[src/hdl/geib_pkg.sv]
// shared types and codes for the graph edge index builder
// no dependencies
package geib_pkg;

  localparam int VID_W = 10;
  localparam int FLD_W = 11;
  localparam int IN_TDATA_W = 40;
  localparam int OUT_TDATA_W = 40;

  // operation codes
  localparam logic [1:0] OP_CLEAR  = 2'd0;
  localparam logic [1:0] OP_APPEND = 2'd1;
  localparam logic [1:0] OP_READ   = 2'd2;

  // table selects
  localparam logic [1:0] SEL_OUT_ORDER = 2'd0;
  localparam logic [1:0] SEL_OUT_START = 2'd1;
  localparam logic [1:0] SEL_IN_ORDER  = 2'd2;
  localparam logic [1:0] SEL_IN_START  = 2'd3;

  // status codes
  localparam logic [1:0] ST_OK    = 2'd0;
  localparam logic [1:0] ST_RANGE = 2'd1;
  localparam logic [1:0] ST_FULL  = 2'd2;

  // datapath phases
  localparam logic [2:0] PH_NONE = 3'd0;
  localparam logic [2:0] PH_CLR  = 3'd1;
  localparam logic [2:0] PH_CNT  = 3'd2;
  localparam logic [2:0] PH_PFX  = 3'd3;
  localparam logic [2:0] PH_PLC  = 3'd4;
  localparam logic [2:0] PH_READ = 3'd5;

  typedef struct packed {
    logic [2:0] phase;
    logic [1:0] step;
    logic [1:0] pass;   // 0 out secondary, 1 out primary, 2 in secondary, 3 in primary
  } dp_cmd_t;

  typedef struct packed {
    logic busy;
    logic resp;
  } ctl_stat_t;

endpackage

[src/hdl/geib_ctrl.sv]
// build and read sequencer driving the datapath phases
// depends on geib_pkg
module geib_ctrl import geib_pkg::*; #(
  parameter int MAX_EDGES    = 1024,
  parameter int MAX_VERTICES = 1024,
  parameter int EAW = $clog2(MAX_EDGES),
  parameter int CAW = $clog2(MAX_VERTICES + 1),
  parameter int CW  = $clog2(MAX_EDGES + 1),
  parameter int IW  = (CAW > EAW) ? CAW : EAW
) (
  input  logic          clk_i,
  input  logic          rst_ni,
  input  logic          start_i,
  input  logic          build_i,
  input  logic [CW-1:0] edge_cnt_i,
  input  logic          out_free_i,
  output dp_cmd_t       cmd_o,
  output logic [IW-1:0] idx_o,
  output ctl_stat_t     stat_o
);

  localparam logic [2:0] S_IDLE = 3'd0;
  localparam logic [2:0] S_CLR  = 3'd1;
  localparam logic [2:0] S_CNT  = 3'd2;
  localparam logic [2:0] S_PFX  = 3'd3;
  localparam logic [2:0] S_PLC  = 3'd4;
  localparam logic [2:0] S_READ = 3'd5;
  localparam logic [2:0] S_RESP = 3'd6;

  localparam logic [IW-1:0] LAST_V = IW'(MAX_VERTICES);

  logic [2:0]    state_q, state_d;
  logic [IW-1:0] idx_q, idx_d;
  logic [1:0]    step_q, step_d, pass_q, pass_d;
  logic          last_e, no_edges;

  assign last_e   = (CW'(idx_q) == edge_cnt_i - CW'(1));
  assign no_edges = (edge_cnt_i == '0);

  always_comb begin
    state_d = state_q;
    idx_d   = idx_q;
    step_d  = step_q;
    pass_d  = pass_q;
    unique case (state_q)
      S_IDLE: begin
        if (start_i) begin
          state_d = build_i ? S_CLR : S_READ;
          idx_d   = '0;
          step_d  = '0;
          pass_d  = '0;
        end
      end
      S_CLR: begin
        if (idx_q == LAST_V) begin
          idx_d   = '0;
          state_d = no_edges ? S_PFX : S_CNT;
        end else begin
          idx_d = idx_q + IW'(1);
        end
      end
      S_CNT: begin
        step_d = step_q + 2'd1;
        if (step_q == 2'd2) begin
          step_d = '0;
          if (last_e) begin
            idx_d   = '0;
            state_d = S_PFX;
          end else begin
            idx_d = idx_q + IW'(1);
          end
        end
      end
      S_PFX: begin
        step_d = step_q + 2'd1;
        if (step_q == 2'd1) begin
          step_d = '0;
          if (idx_q == LAST_V) begin
            idx_d = '0;
            if (!no_edges) state_d = S_PLC;
            else if (pass_q == 2'd3) state_d = S_READ;
            else begin
              pass_d  = pass_q + 2'd1;
              state_d = S_CLR;
            end
          end else begin
            idx_d = idx_q + IW'(1);
          end
        end
      end
      S_PLC: begin
        step_d = step_q + 2'd1;
        if (step_q == 2'd3) begin
          step_d = '0;
          if (last_e) begin
            idx_d = '0;
            if (pass_q == 2'd3) state_d = S_READ;
            else begin
              pass_d  = pass_q + 2'd1;
              state_d = S_CLR;
            end
          end else begin
            idx_d = idx_q + IW'(1);
          end
        end
      end
      S_READ: state_d = S_RESP;
      S_RESP: if (out_free_i) state_d = S_IDLE;
      default: state_d = S_IDLE;
    endcase
  end

  always_ff @(posedge clk_i or negedge rst_ni) begin
    if (!rst_ni) begin
      state_q <= S_IDLE;
      idx_q   <= '0;
      step_q  <= '0;
      pass_q  <= '0;
    end else begin
      state_q <= state_d;
      idx_q   <= idx_d;
      step_q  <= step_d;
      pass_q  <= pass_d;
    end
  end

  always_comb begin
    cmd_o.step = step_q;
    cmd_o.pass = pass_q;
    unique case (state_q)
      S_CLR:   cmd_o.phase = PH_CLR;
      S_CNT:   cmd_o.phase = PH_CNT;
      S_PFX:   cmd_o.phase = PH_PFX;
      S_PLC:   cmd_o.phase = PH_PLC;
      S_READ:  cmd_o.phase = PH_READ;
      default: cmd_o.phase = PH_NONE;
    endcase
  end

  assign idx_o       = idx_q;
  assign stat_o.busy = (state_q != S_IDLE);
  assign stat_o.resp = (state_q == S_RESP) && out_free_i;

endmodule

[config.mk]
export PLATFORM = sky130hd
export DESIGN_NAME = geib_ctrl
export DESIGN_NICKNAME = d
export VERILOG_FILES = /design/src/hdl/geib_pkg.sv /design/src/hdl/geib_ctrl.sv
export SDC_FILE = /design/constraint.sdc
export NUM_CORES = 1
export LEC_CHECK = 0
export BUFFER_PORTS_ARGS = -buffer_cell sky130_fd_sc_hd__buf_2
export CAP_MARGIN = 40
export CORE_ASPECT_RATIO = 2
export CORE_MARGIN = 4
export CORE_UTILIZATION = 60
export DETAILED_ROUTE_END_ITERATION = 10
export PLACE_DENSITY = 0.89
export REMOVE_ABC_BUFFERS = 1
export SETUP_SLACK_MARGIN = 0.05
export SYNTH_ARGS = -nofsm -noshare
export SYNTH_HDL_FRONTEND = slang
export SYNTH_SLANG_ARGS = --single-unit
[constraint.sdc]
create_clock -name clk_i -period 3.35 [get_ports clk_i]
set_input_delay 0.1675 -clock clk_i [delete_from_list [all_inputs] [get_ports clk_i]]
set_output_delay 0.1675 -clock clk_i [all_outputs]
set_load 0.1 [all_outputs]
* Word level (Yosys, flattened, before mapping)
Index checks and enable logic that the tools add are counted.
Word-level totals: flip-flop bits (word level) 18, latch bits 0, memory bits (writable) 0, memory bits (read-only) 0, input port bits 16, output and inout bits 20, logic and storage cells 75, memories 0
Cells by class: $add $sub $neg 4, multipliers 0, div/mod/pow operators 0, order comparisons 0, equal/unequal tests 22, shift-type cells 0, muxes and demuxes 34, bitwise gates (word level) 0, reductions and logical operators 11
Operator list (number):
- $mux 11 | 6
- $pmux 11 s5 | 1
- $mux 3 | 12
- $pmux 3 s7 | 1
- $mux 2 | 10
- $ne 2x2->1 const B | 10
- $pmux 3 s5 | 1
- $add 11x1->11 const B | 1
- $eq 11x11->1 | 1
- $eq 11x11->1 const B | 1
- $logic_not 11->1 | 1
- $sub 11x1->11 const B | 1
- $eq 3x3->1 const B | 3
- $reduce_and 9->1 | 1
- $pmux 2 s4 | 1
- $reduce_and 7->1 | 1
- $eq 2x2->1 const B | 3
- $eq 3x2->1 const B | 2
- $pmux 2 s3 | 1
- $reduce_bool 3->1 | 2
- $reduce_and 5->1 | 1
- $reduce_bool 5->1 | 1
- $add 2x1->2 const B | 2
- $reduce_bool 4->1 | 1
- 6 further kinds | 6

* Logic depth before layout (Yosys ltp)
word-level depth 6, depth in mapped cells 9

* Worst setup path after synthesis
OpenSTA, ideal clock, no wires.
path kind register -> output, start reg state_q[1], end out stat_o[0] in the netlist's numbering, arrival 2909 ps, required time 3182 ps, slack 273 ps, cell stages (with the launch flop) 4, buffers on the path 1, cells stage by stage dfrtp_1 > clkbuf_1 > inv_1 > nor3_1
RTL lines:
- start: declaration | RTL line geib_ctrl.sv:32 | logic [2:0] state_q, state_d;
- start signal: assignment | RTL line geib_ctrl.sv:120 | state_q <= state_d;
- end: declaration | RTL line geib_ctrl.sv:19 | output ctl_stat_t stat_o

* Worst setup path in the final report
start reg idx_q[6], in the netlist idx_o[6], end reg idx_q[1], in the netlist idx_o[1]
On the way: cells in the longest elaborated chain, start to end 4
Ends and longest elaborated chain:
- start: declaration | RTL line geib_ctrl.sv:33 | logic [IW-1:0] idx_q, idx_d;
- start signal: assignment | RTL line geib_ctrl.sv:121 | idx_q <= idx_d;
- $eq 11x11->1 (on tied branches) | RTL line geib_ctrl.sv:37, geib_ctrl.sv:55, geib_ctrl.sv:78
- $mux 11 (on tied branches)
- $mux 11 (on tied branches) | RTL line geib_ctrl.sv:93, geib_ctrl.sv:64, geib_ctrl.sv:76
- $pmux 11 s5 * | RTL line geib_ctrl.sv:45 | unique case (state_q)
Every way passes the cells marked *; elsewhere a longest branch is shown, timed or not. The select of a mux whose other input is x is not followed. A chain may end at the register's enable or synchronous reset.

==> reports/qor.txt <==
max cap viols: 0
vias in the first global route: 1838
DRC errors left: 0
Seq cells post-synth: 18
RSZ-0062 raised after global routing: no
worst-margin pin slew: 683.3 ps
Post-synth EDFFs: 0
Clock Latency Late Sink: 260 ps
Worst setup EP type: register
top-area cell type share of the netlist area: 25.44%
Die Ht: 84.82 um
Die ar.: 0.003937 mm2
Layout Skew: 3.749 ps
slowest stage delay, CP: 520 ps
via count: 1845
FFs w/ async S/R, synth: 100.0%
Syn Area/Cell: 7.975 um2
Detailed Route WL: 4719 um
Synth Warn #: 0
CP Buf/Inv Count: 0
CTS tree: done
FMAX: 388.2 MHz
fin crit share: 76.90%
crit path max-delay cell type: dfrtp_1
H-Tree Depth: 1
HP Class: primary input to asynchronous set/reset pin
die width: 46.41 um
Max VDD drop: 0.7823 mV
global-route wire length before repair: 7741 um
First-pass DRT Iterations: 4
Ports: 36
Longest Clk Path Bufs: 2
relative slew slack: 54.07%
Worst-path clk slew: 70 ps
PortBufs: 35
fraction of layout cells with a size suffix above 1: 21.34%
Initial Util: 63.14%
Distinct cells, synth: 58
Layout Utilization: 71.71%
CTS Buf Count: 3
critical path peak fanout: 12
Total Routing Usage GR: 26.18%
Final Slew Violations: 0
Crit path arrival time: 2730 ps
initial detailed-routing violation count: 49
final hold vios: 0
PwrDens: 1033 mW/mm2
DR vias/cell: 6.543
gpl congestion: 0.8667
crit path time final: 2576 ps
CTS Sinks: 18
GR Overflow Total: 0
CP delay by family, top: simple AND/OR/NAND/NOR gates
final setup fails: 0
ys flop type: dfrtp_1
Worst Path Required: 3500 ps
status: finished clean
Final HPWL DP: 3650 um
# rows: 27
core area: 0.002804 mm2
Root Driver: clkbuf_8
Area growth syn-to-layout: 13.57%
Mapped Cells: 222
CP Launch Type: register
Cell Chain, Critical Path: or3b_2 -> or4_1 -> o311ai_1 -> nor2_2 -> o31ai_4 -> nand2_1 -> a31o_1
Final Net Count: 284
Avg WL per Cell: 16.73 um
most instantiated cells after synthesis: nand2_1 (21), nor2_1 (21), dfrtp_1 (18)
post-synth design cell area: 0.001770 mm2
Seq/Total Area, Yosys: 25.44%
antenna-violating nets left: 0
largest net degree at the start of global routing: 19
Synth area leaders: dfrtp_1 (25%), ha_1 (9.2%), xnor2_1 (4.9%)
Pleak: 0.9314 nW
setup TNS: 0 ps
Yosys top cell by area: dfrtp_1
initial antenna violation count: 0
CP Class: register to register
n_diodes: 0
routing by layer:
metal,track usage (%),part of all wire (%)
met1,24.70,35
met2,47.36,56
met3,4.459,5.2
met4,16.32,4.5
met5,0,0
state kept, by name, indices dropped and copies added (netlist names):
register  flops
pass_q        2
step_q        2
state_q       3
idx_o        11
cells by family after synthesis:
kind of cell,after synthesis,synth area share [%]
buffers and inverters,20,4.240
and+or+nand+nor,106,32.44
muxes,3,1.979
AOI/OAI and AO/OA,51,21.27
xor gates and xnor gates,11,5.442
DFF,18,25.44
adders and majority gates,13,9.188
cells in the final DEF, fill, tap and decap left out, drive strengths merged, types with 2 or more instances in the layout:
master  synthesis  final
a31oi           3      3
nor4            4      4
a22oi           4      4
o21a            4      4
nor3           10     10
nand2b          4      4
nor2           22     22
nor3b           2      2
xnor2          10     10
o211ai          4      4
nand3b          2      2
dfrtp          18     18
and3            2      2
o21ai           4      4
a21o            6      6
nand3          16     16
clkbuf          9      3
o22ai           3      3
buf             1     37
nand4b          2      2
ha             13     13
nand2          21     21
mux2i           2      2
or4             3      3
a21oi          10     10
or2             3      3
inv             9      9
or3             6      6
metrics by stage:
step	cell area, um2	worst slack, ps	instances	total power [mW]	hold slack [ps]
2_1_floorplan	1733	398.1	212	1.602	-128.1
3_3_place_gp	1959	684.7	278	1.882	112.0
3_5_place_dp	1959	627.7	278	1.911	123.2
4_1_cts	2011	776.3	282	2.071	379.0
5_1_grt	2011	685.6	282	2.210	408.4
6_report	2011	773.8	282	2.078	370.5
worst paths after layout:
check                      cells past startpoint    endpoint  slack, ps  startpoint
setup / recovery                               7    idx_o[1]        770    idx_o[6]
hold / removal                                 2  state_q[2]        370      rst_ni
setup reg to reg                               7    idx_o[1]        770    idx_o[6]
hold reg to reg                                1   pass_q[0]        520   pass_q[0]
max in group asynchronous                      2   step_q[1]       2670      rst_ni
min in group clk_i                             4  state_q[0]        370  out_free_i
power by group:
group	internal (mW)	switching, mW
registers	0.285	0.142
logic	0.414	1.08
clock network	0.0803	0.0758
layout make-up:
type | instances | area, um2
Tap cell | 29 | 36.28
Inverter | 10 | 37.54
Multi-Input combinational cell | 184 | 1245
Clock buffer | 3 | 41.29
Timing Repair Buffer | 38 | 200.2
Fill cell | 264 | 793.3
Sequential cell | 18 | 450.4
timing repair:
| action | 4_1_cts | 5_1_grt |
|---|---|---|
| setup buffers | 0 | 0 |
| hold buffers | 1 | 0 |
| gates resized for setup | 0 | 0 |
| hold endpoints to repair | 18 | 0 |
worst register-to-register path: cells and delay by family (launching register included):
family	cells	cell delay, ps
AO/OA/AOI/OAI	3	830
flip-flops	1	520
AND/OR/NAND/NOR	4	1120
No activity file was read; power rests on OpenSTA's default activity.
